File: src/rtl/dnsw_pkg.sv
// Shared constants for the DNS name to wire format encoder.
package dnsw_pkg;

  localparam int CHAR_W          = 8;
  localparam int COUNT_W         = 12;
  localparam int LABEL_DEPTH_DEF = 63;

  localparam logic [CHAR_W-1:0]  DOT_CHAR  = 8'h2E;
  localparam logic [CHAR_W-1:0]  NUL_CHAR  = 8'h00;
  localparam logic [COUNT_W-1:0] COUNT_MAX = '1;

endpackage

File: src/rtl/dnsw_char_if.sv
// Input channel: one name character per beat.
interface dnsw_char_if;
  import dnsw_pkg::*;

  logic              valid;
  logic              ready;
  logic [CHAR_W-1:0] name_char;

  modport source (output valid, output name_char, input ready);
  modport sink   (input valid, input name_char, output ready);
endinterface

File: src/rtl/dnsw_wire_if.sv
// Output channel: one wire format byte per beat with its status.
interface dnsw_wire_if;
  import dnsw_pkg::*;

  logic               valid;
  logic               ready;
  logic [CHAR_W-1:0]  wire_byte;
  logic               name_done;
  logic [COUNT_W-1:0] wire_count;
  logic               label_overlong;

  modport source (output valid, output wire_byte, output name_done, output wire_count,
                  output label_overlong, input ready);
  modport sink   (input valid, input wire_byte, input name_done, input wire_count,
                  input label_overlong, output ready);
endinterface

File: src/rtl/dns_name_to_wire_encoder_core.sv
// Top level: dotted DNS name in, wire format bytes out, label held in a RAM.
//
//   channel   dir  payload                                          handshake
//   name_ch   in   name_char[7:0]                                   valid/ready
//   wire_ch   out  wire_byte[7:0] name_done wire_count[11:0]        valid/ready
//                  label_overlong
//
// A label character is written to the label RAM while the label has room.
// A dot or NUL then flushes the label: the length byte and then each buffered
// byte, after a held leading zero byte if there is one; name_ch is not ready
// meanwhile. The RAM read address runs one index ahead of the byte index.
// rst is synchronous; the label RAM is not cleared, only entries below the
// count are read. A stalled wire_ch holds the sequencer on its current byte.
module dns_name_to_wire_encoder_core #(
  parameter int MAX_LABEL = dnsw_pkg::LABEL_DEPTH_DEF
) (
  input logic         clk,
  input logic         rst,
  dnsw_char_if.sink   name_ch,
  dnsw_wire_if.source wire_ch
);
  import dnsw_pkg::*;

  localparam int AW = (MAX_LABEL > 1) ? $clog2(MAX_LABEL) : 1;
  localparam int CW = $clog2(MAX_LABEL + 1);

  localparam logic [1:0] S_IDLE = 2'd0;
  localparam logic [1:0] S_ZERO = 2'd1;
  localparam logic [1:0] S_LEN  = 2'd2;
  localparam logic [1:0] S_DATA = 2'd3;

  logic [1:0]         state, state_next;
  logic [CW-1:0]      count, count_next;
  logic [AW-1:0]      idx, idx_next;
  logic               at_start, at_start_next;
  logic               root_pending, root_next;
  logic               overlong, overlong_next;
  logic               flush_nul, flush_nul_next;
  logic               zero_done, zero_done_next;
  logic               zero_flush, zero_flush_next;
  logic [COUNT_W-1:0] bytes_out, bytes_out_next;

  logic [CHAR_W-1:0]  label_mem [MAX_LABEL];
  logic [CHAR_W-1:0]  rd_data;

  logic               out_valid;
  logic [CHAR_W-1:0]  out_byte;
  logic               out_done;
  logic [COUNT_W-1:0] out_count;
  logic               out_ovl;

  logic               accept, slot_free, take_char, mem_we, finish, end_name, last;
  logic               emit, emit_done, emit_ovl;
  logic [CHAR_W-1:0]  emit_byte;
  logic [COUNT_W-1:0] cnt_inc;

  assign name_ch.ready = (state == S_IDLE);
  assign accept        = name_ch.valid && name_ch.ready;
  assign slot_free     = !out_valid || wire_ch.ready;
  assign last          = ((CW'(idx) + CW'(1)) == count);
  assign cnt_inc       = (bytes_out == COUNT_MAX) ? bytes_out : bytes_out + COUNT_W'(1);

  always_comb begin
    state_next      = state;
    count_next      = count;
    idx_next        = idx;
    at_start_next   = at_start;
    root_next       = root_pending;
    overlong_next   = overlong;
    flush_nul_next  = flush_nul;
    zero_done_next  = zero_done;
    zero_flush_next = zero_flush;
    bytes_out_next  = bytes_out;
    take_char       = 1'b0;
    mem_we          = 1'b0;
    finish          = 1'b0;
    end_name        = 1'b0;
    emit            = 1'b0;
    emit_byte       = '0;
    emit_done       = 1'b0;
    emit_ovl        = 1'b0;

    case (state)
      S_IDLE: begin
        if (accept) begin
          at_start_next = 1'b0;
          if (at_start && name_ch.name_char == DOT_CHAR) begin
            root_next = 1'b1;
          end else if (root_pending) begin
            // held leading dot: zero byte first, then this character
            root_next       = 1'b0;
            state_next      = S_ZERO;
            zero_done_next  = (name_ch.name_char == NUL_CHAR);
            zero_flush_next = (name_ch.name_char == DOT_CHAR);
            flush_nul_next  = 1'b0;
            take_char       = (name_ch.name_char != NUL_CHAR) &&
                              (name_ch.name_char != DOT_CHAR);
          end else if (name_ch.name_char == DOT_CHAR) begin
            state_next     = S_LEN;
            flush_nul_next = 1'b0;
          end else if (name_ch.name_char == NUL_CHAR) begin
            state_next     = S_LEN;
            flush_nul_next = 1'b1;
          end else begin
            take_char = 1'b1;
          end
        end
      end
      S_ZERO: begin
        if (slot_free) begin
          emit      = 1'b1;
          emit_done = zero_done;
          if (zero_done) begin
            end_name   = 1'b1;
            state_next = S_IDLE;
          end else begin
            state_next = zero_flush ? S_LEN : S_IDLE;
          end
        end
      end
      S_LEN: begin
        if (slot_free) begin
          emit      = 1'b1;
          emit_byte = CHAR_W'(count);
          emit_done = flush_nul && (count == '0);
          emit_ovl  = overlong;
          if (count == '0) begin
            finish = 1'b1;
          end else begin
            state_next = S_DATA;
          end
        end
      end
      S_DATA: begin
        if (slot_free) begin
          emit      = 1'b1;
          emit_byte = rd_data;
          emit_done = flush_nul && last;
          emit_ovl  = overlong;
          if (last) begin
            finish = 1'b1;
          end else begin
            idx_next = idx + AW'(1);
          end
        end
      end
      default: begin
        state_next = S_IDLE;
      end
    endcase

    if (take_char) begin
      if (count < CW'(MAX_LABEL)) begin
        mem_we     = 1'b1;
        count_next = count + CW'(1);
      end else begin
        overlong_next = 1'b1;
      end
    end

    if (finish) begin
      count_next    = '0;
      idx_next      = '0;
      overlong_next = 1'b0;
      state_next    = S_IDLE;
      end_name      = flush_nul;
    end

    if (emit) begin
      bytes_out_next = cnt_inc;
    end

    if (end_name) begin
      count_next     = '0;
      overlong_next  = 1'b0;
      at_start_next  = 1'b1;
      root_next      = 1'b0;
      bytes_out_next = '0;
    end
  end

  // label RAM: write while buffering, read one index ahead while flushing
  always_ff @(posedge clk) begin
    if (mem_we) begin
      label_mem[count[AW-1:0]] <= name_ch.name_char;
    end
    rd_data <= label_mem[idx_next];
  end

  always_ff @(posedge clk) begin
    if (rst) begin
      state        <= S_IDLE;
      count        <= '0;
      idx          <= '0;
      at_start     <= 1'b1;
      root_pending <= 1'b0;
      overlong     <= 1'b0;
      flush_nul    <= 1'b0;
      zero_done    <= 1'b0;
      zero_flush   <= 1'b0;
      bytes_out    <= '0;
      out_valid    <= 1'b0;
    end else begin
      state        <= state_next;
      count        <= count_next;
      idx          <= idx_next;
      at_start     <= at_start_next;
      root_pending <= root_next;
      overlong     <= overlong_next;
      flush_nul    <= flush_nul_next;
      zero_done    <= zero_done_next;
      zero_flush   <= zero_flush_next;
      bytes_out    <= bytes_out_next;
      if (emit) begin
        out_valid <= 1'b1;
      end else if (wire_ch.ready) begin
        out_valid <= 1'b0;
      end
    end
  end

  always_ff @(posedge clk) begin
    if (emit) begin
      out_byte  <= emit_byte;
      out_done  <= emit_done;
      out_count <= cnt_inc;
      out_ovl   <= emit_ovl;
    end
  end

  assign wire_ch.valid          = out_valid;
  assign wire_ch.wire_byte      = out_byte;
  assign wire_ch.name_done      = out_done;
  assign wire_ch.wire_count     = out_count;
  assign wire_ch.label_overlong = out_ovl;

endmodule

File: src/flat_wrapper.sv
// flat-port wrapper written by rule: the top's interface ports become plain ports
module dns_name_to_wire_encoder_core_flat import dnsw_pkg::*;
#(
  parameter int MAX_LABEL = dnsw_pkg::LABEL_DEPTH_DEF
)
  (clk, rst, name_ch_valid, name_ch_name_char, name_ch_ready, wire_ch_valid, wire_ch_wire_byte, wire_ch_name_done, wire_ch_wire_count, wire_ch_label_overlong, wire_ch_ready);
  dnsw_char_if name_ch_i ();
  dnsw_wire_if wire_ch_i ();
  input logic clk;
  input logic rst;
  input wire logic [$bits(name_ch_i.valid)-1:0] name_ch_valid;
  input wire logic [$bits(name_ch_i.name_char)-1:0] name_ch_name_char;
  output wire logic [$bits(name_ch_i.ready)-1:0] name_ch_ready;
  output wire logic [$bits(wire_ch_i.valid)-1:0] wire_ch_valid;
  output wire logic [$bits(wire_ch_i.wire_byte)-1:0] wire_ch_wire_byte;
  output wire logic [$bits(wire_ch_i.name_done)-1:0] wire_ch_name_done;
  output wire logic [$bits(wire_ch_i.wire_count)-1:0] wire_ch_wire_count;
  output wire logic [$bits(wire_ch_i.label_overlong)-1:0] wire_ch_label_overlong;
  input wire logic [$bits(wire_ch_i.ready)-1:0] wire_ch_ready;
  assign name_ch_i.valid = name_ch_valid;
  assign name_ch_i.name_char = name_ch_name_char;
  assign name_ch_ready = name_ch_i.ready;
  assign wire_ch_valid = wire_ch_i.valid;
  assign wire_ch_wire_byte = wire_ch_i.wire_byte;
  assign wire_ch_name_done = wire_ch_i.name_done;
  assign wire_ch_wire_count = wire_ch_i.wire_count;
  assign wire_ch_label_overlong = wire_ch_i.label_overlong;
  assign wire_ch_i.ready = wire_ch_ready;
  dns_name_to_wire_encoder_core #(.MAX_LABEL(MAX_LABEL)) u_core (.clk(clk), .rst(rst), .name_ch(name_ch_i), .wire_ch(wire_ch_i));
endmodule
File: config.mk
export PLATFORM = sky130hd
export DESIGN_NAME = dns_name_to_wire_encoder_core_flat
export DESIGN_NICKNAME = d
export VERILOG_FILES = /design/src/rtl/dnsw_pkg.sv /design/src/rtl/dnsw_char_if.sv /design/src/rtl/dnsw_wire_if.sv /design/src/rtl/dns_name_to_wire_encoder_core.sv /design/src/flat_wrapper.sv
export SDC_FILE = /design/constraint.sdc
export NUM_CORES = 1
export LEC_CHECK = 0
export ABC_AREA = 1
export BUFFER_PORTS_ARGS = -buffer_cell sky130_fd_sc_hd__buf_4
export CORE_UTILIZATION = 45
export CTS_CLUSTER_SIZE = 12
export DETAILED_ROUTE_END_ITERATION = 12
export SETUP_SLACK_MARGIN = 0.15
export SLEW_MARGIN = 20
export SYNTH_ARGS = -nofsm -noshare
export SYNTH_HDL_FRONTEND = slang
export SYNTH_SLANG_ARGS = --single-unit
File: constraint.sdc
create_clock -name clk -period 3.6 [get_ports clk]
set_clock_uncertainty 0.2 [all_clocks]
set_input_delay 0.36 -clock clk [delete_from_list [all_inputs] [get_ports clk]]
set_output_delay 0.36 -clock clk [all_outputs]
set_load 0.005 [all_outputs]
# Yosys cells after proc, flatten, opt, wreduce, memory -nomap -nowiden
# Memories as Yosys holds them, arrays and structs flattened. A register that Yosys moved wholly into a read port is not among the register bits.
# Index checks and enable logic that the tools add are counted.
word_totals:
  mem_bits_rw: 504
  reg_bits: 55
  memories: 1
  wordCells: 111
  output_inout_bits: 24
classes:
  add_sub_neg: 3
  n_bitwise: 2
  mux: 50
  n_eq_ne: 13
  reduce_logical: 26
  magnitude_cmp: 1
mem_list:
  columns: ["memory", "words", "width", "read_ports", "rd_clocked_by_memory_dff", "write_ports", "line_no", "source"]
  rows:
  - ["u_core.label_mem", 63, 8, 1, 1, 1, "dns_name_to_wire_encoder_core.sv:43", "logic [CHAR_W-1:0] label_mem [MAX_LABEL];"]
ops:
  columns: ["cell", "count"]
  rows:
  - ["6-bit 2-to-1 mux", 5]
  - ["1-bit 2-to-1 mux", 29]
  - ["2-bit 2-to-1 mux", 10]
  - ["8-bit case mux with 2 select lines", 1]
  - ["12-bit by 1-bit adder with 12-bit output, second input constant", 1]
  - ["6-bit by 1-bit adder with 6-bit output, second input constant", 2]
  - ["12-bit equality test, second input constant", 1]
  - ["12-bit 2-to-1 mux", 1]
  - ["8-bit by 6-bit equality test with 1-bit output, second input constant", 1]
  - ["8-bit zero test", 1]
  - ["8-bit 2-to-1 mux", 1]
  - ["8-bit by 6-bit inequality test with 1-bit output, second input constant", 1]
  - ["2-bit AND reduction", 4]
  - ["4-bit AND reduction", 2]
  - ["8-bit nonzero test", 1]
  - ["7-bit AND reduction", 1]
  - ["6-bit equality test", 1]
  - ["6-bit zero test", 1]
  - ["6-bit < comparator, second input constant", 1]
  - ["2-bit inequality test, second input constant", 3]
  - ["2-bit case mux with 3 select lines", 1]
  - ["3-bit nonzero test", 2]
  - ["2-bit OR reduction", 3]
  - ["3-bit OR reduction", 2]
  - ["12 further kinds", 19]

# Longest topological paths before layout
depth:
  ltp_word: 10
  depth_mapped: 21

# Worst setup path after synthesis
# No wires, ideal clock.
synth_timing:
  path_type: "register to register"
  start: "register u_core.state[0]"
  end: "register u_core.bytes_out[11]"
  setup_slack_ns: 0.916
  stages_incl_launch_ff: 7
  period_less_slack_ns: 2.684
  arrival_ns: 2.398
  n_path_buf: 1
  path_cell_list: "dfxtp_1 inv_1 ha_1 nor2_1 inv_1 clkbuf_1 a211oi_1"
synth_via:
  word_cells_on_any_way: 9
synth_rtl:
  columns: ["item", "line_no", "source"]
  rows:
  - ["start, declared", "dns_name_to_wire_encoder_core.sv:32", "logic [1:0] state, state_next;"]
  - ["start signal, assigned", "dns_name_to_wire_encoder_core.sv:204", "state <= state_next;"]
  - ["2-bit by 1-bit equality test with 1-bit output / 2-bit equality test (equally long branches)", "dns_name_to_wire_encoder_core.sv:83", "case (state)"]
  - ["3-bit OR reduction (no line) *", null, null]
  - ["1-bit 2-to-1 mux *", null, null]
  - ["via u_core.emit", "dns_name_to_wire_encoder_core.sv:53", "logic emit, emit_done, emit_ovl;"]
  - ["end signal, assigned", "dns_name_to_wire_encoder_core.sv:213", "bytes_out <= bytes_out_next;"]
  - ["end, declared", "dns_name_to_wire_encoder_core.sv:41", "logic [COUNT_W-1:0] bytes_out, bytes_out_next;"]
# Mark *: on every way through the listed nets, which the timed path passes. The rest lies on a longest branch.
# A chain may end at the register's enable or synchronous reset.

# Final worst setup path
layout_timing:
  start: "register u_core.idx[0]"
  end: "register u_core.rd_data[5], read port of u_core.label_mem"
layout_via:
  elab_chain_cells: 6
  word_cells_on_any_way: 9
layout_lines:
  columns: ["item", "line_no", "source"]
  rows:
  - ["start, declared", "dns_name_to_wire_encoder_core.sv:34", "logic [AW-1:0] idx, idx_next;"]
  - ["start signal, assigned", "dns_name_to_wire_encoder_core.sv:206", "idx <= idx_next;"]
  - ["6-bit by 1-bit adder with 6-bit output", "dns_name_to_wire_encoder_core.sv:60, dns_name_to_wire_encoder_core.sv:143", null]
  - ["6-bit equality test", "dns_name_to_wire_encoder_core.sv:60", "assign last = ((CW'(idx) + CW'(1)) == count);"]
  - ["1-bit 2-to-1 mux / 6-bit 2-to-1 mux (equally long branches)", "dns_name_to_wire_encoder_core.sv:140", "if (last) begin"]
  - ["1-bit 2-to-1 mux / 6-bit 2-to-1 mux (equally long branches)", "dns_name_to_wire_encoder_core.sv:135", "if (slot_free) begin"]
  - ["1-bit case mux with 2 select lines / 6-bit 2-to-1 mux (equally long branches)", "dns_name_to_wire_encoder_core.sv:83", null]
  - ["6-bit 2-to-1 mux *", "dns_name_to_wire_encoder_core.sv:161", "if (finish) begin"]
  - ["end, declared", "dns_name_to_wire_encoder_core.sv:44", "logic [CHAR_W-1:0] rd_data;"]
# Mark *: on every way between the ends. The rest lies on a longest branch, timed or not.

==> reports/metrics.cfg <==
[status]
status = finished clean

[power_and_ir_drop]
p_leak_nw = 11.60
internal_power_mw = 11.76
irDropWorstVdd_mv = 0.4732
swShare_pct = 30.26
p_clk_share_pct = 33.6
pwr-share-seq_pct = 45.4
power_frac_comb_pct = 21.0
switching_power_mw = 5.103
power_density_mw_per_mm2 = 587.7

[sta]
fmax_mhz = 299.0
slew_headroom_pct = 34.76
fin_ws_ps = 255.5
whs_ps = 43.65
setup_viol = 0
setup_tns_ps = 0
drv_slew = 0
rsz0062_at_grt = yes
hold_viol = 0
period_share_pct = 92.90
worst_pin_slew_ps = 975.1
min_period_ps = 3345

[cts]
cts_buffers = 59
clk_pin_slew_worst_paths_ps = 60
clock-root-buffer = clkbuf_16
cts_max_level = 2
cts_buffer_depth = 3
cts_tree = built
cts_num_sinks = 567
clk_latency_ps = 640

[floorplanning]
die_w_um = 239.6
dieArea_mm2 = 0.05738
fp-row-count = 86
initial_core_util_pct = 45.82
ios = 36
fp.dieH_um = 239.6
core_mm2 = 0.05542

[synth]
yosysSeqAreaShare_pct = 65.43
syn_area_mm2 = 0.02539
synth-edff-count = 526
yosysWarnings = 0
synth_fp_nets = 2488
netlist_instances = 2468
synthTopCellsByArea = edfxtp_1, nand3_1, inv_1
synth_commonest_cells = edfxtp_1, inv_1, nand3_1, nand2_1, nand4_1
synth.distinct_cells = 38
post_synth.cell_area_avg_um2 = 10.29
synth_top_area_cell = edfxtp_1
yosysMostFrequentCell = edfxtp_1
synth_flop_cell = edfxtp_1
async_flop_share_pct = 0
ys_ff_latch = 567
synth_top_area_share_pct = 62.20

[cells_and_area]
final_core_util_pct = 51.78
layout-drive-gt1-share_pct = 8.625
final_nets = 2514
fillers = 4886
syn_to_final_growth_pct = 13.01
num_antenna_cells = 0
seq_area_mm2 = 0.01662
multiInputGateArea_mm2 = 0.006460

[critical_path]
critical_path.max_fanout = 28
critPathLaunchType = register
arrival_ps = 3720
critical_path_class = register to register
worst_setup_path_end_kind = register
rr_worst_depth = 18
crit_required_ps = 3980

[detailed_routing]
wl_per_cell_um = 21.44
drt_wl_total_um = 70460
ant_nets = 0
drt_first_pass_iters = 6
vias = 18080
first_iter_violations = 1880
drc = 0
via_per_inst = 5.500

[hold_path]
hold_path_depth = 5
min_path_type = input pin to register

[grt]
grt_first_pass_wirelength_um = 103700
grt_use_total_pct = 24.19
grt-ovfl-total = 0
grt_max_degree = 109
antenna_found_initial = 4
grt_pass1_vias = 16940

[placed_design]
place_congestion = 0.9461
io_buffers = 35
pre_cts_ws_ps = 282.3
hpwl_um = 41830

[job]
maxCapViolCount = 0

[final timing paths]
kind	slack, ps	start	to
worst min-delay path	40	wire_ch_ready	u_core.wire_ch.valid
worst max register to register	260	u_core.idx[0]	u_core.rd_data[5]
worst max-delay path	260	u_core.idx[0]	u_core.rd_data[5]
worst min register to register	260	u_core.at_start	u_core.at_start
[cell families (layout without fill, tap and decap cells)]
logic type / after synthesis / count (layout) / synth area share, %
xor+xnor: 5 / 5 / 0.1724
flops: 567 / 567 / 65.43
buf+inv: 597 / 668 / 9.382
compound gates: 138 / 138 / 3.410
simple gates: 1153 / 1153 / 21.21
fa+ha+maj: 8 / 8 / 0.3942
[cells in the final DEF, fill, tap and decap left out, types with 9 or more instances in the layout]
cell	n
nand3_1	425
buf_12	16
buf_4	83
clkinv_1	17
o21ai_0	77
o21ai_1	9
clkbuf_16	64
nand4_1	180
o211ai_2	10
edfxtp_1	526
a21oi_1	12
a211oi_1	12
nand2_1	399
clkbuf_1	20
nor2_1	122
inv_1	436
dfxtp_1	41
[critical path, cell delays in order (launching register included)]
cell     delay, ps
dfxtp_1        340
buf_4          150
inv_2           70
nor2_2         160
nand3_1        170
nand3_1        140
nand2_1        100
nand3_4        130
nand2_1        100
nand2_4        140
nand3_4        240
buf_16         250
o21ai_0        420
nand2_1        120
nand3_1         90
nand3_1        100
nand3_1        160
nand3_1         90
nand2_1         70
[timing repair]
item / CTS / global route
setup buffers: 0 / 6
gates resized for setup: 0 / 22
hold buffers: 6 / 0
hold endpoints to repair: 25 / 0
setup endpoints to repair: 0 / 19
[stage by stage]
stage | std cells | area, µm² | total power [mW]
5_1_grt | 3287 | 28700 | 17.48
3_5_place_dp | 3163 | 26600 | 11.14
3_3_place_gp | 3163 | 26600 | 11.11
6_report | 3287 | 28700 | 16.87
2_1_floorplan | 2468 | 25390 | 9.823
4_1_cts | 3275 | 28420 | 16.76
[layout make-up]
type,count,area share [%]
clock inverter,26,0.6235
clock buffer,80,5.494
sequential,567,57.90
timing repair buffer,116,4.303
timing repair inverter,1,0.03052
multi-input combinational,1304,22.51
inverter,445,5.873
tap,748,3.261
[state kept, by name (all words and copies together), names as in the netlist, 2 cells and up]
register	cells
u_core.wire_ch.wire_count	12
u_core.bytes_out	12
u_core.label_mem	504
u_core.rd_data	8
u_core.count	6
u_core.wire_ch.wire_byte	8
u_core.state	2
u_core.idx	6
[metal layers]
metal,GRT usage (%),part of all wire (%),up-vias
met4,9.305,3.7,8
met1,33.39,43,8675
met3,4.518,8.4,146
met5,0,0.071,-
met2,37.82,45,779
li1,-,-,8472
[power groups by stage]
stage / Clock (mW) / Combinational (mW) / Sequential [mW]
6_report: 5.66 / 3.54 / 7.66
4_1_cts: 5.74 / 3.37 / 7.65
3_5_place_dp: 0 / 3.35 / 7.79
3_3_place_gp: 0 / 3.33 / 7.79
5_1_grt: 5.97 / 3.83 / 7.68
2_1_floorplan: 0 / 2.07 / 7.75
Note: power is estimated with default switching activity, not from simulation.
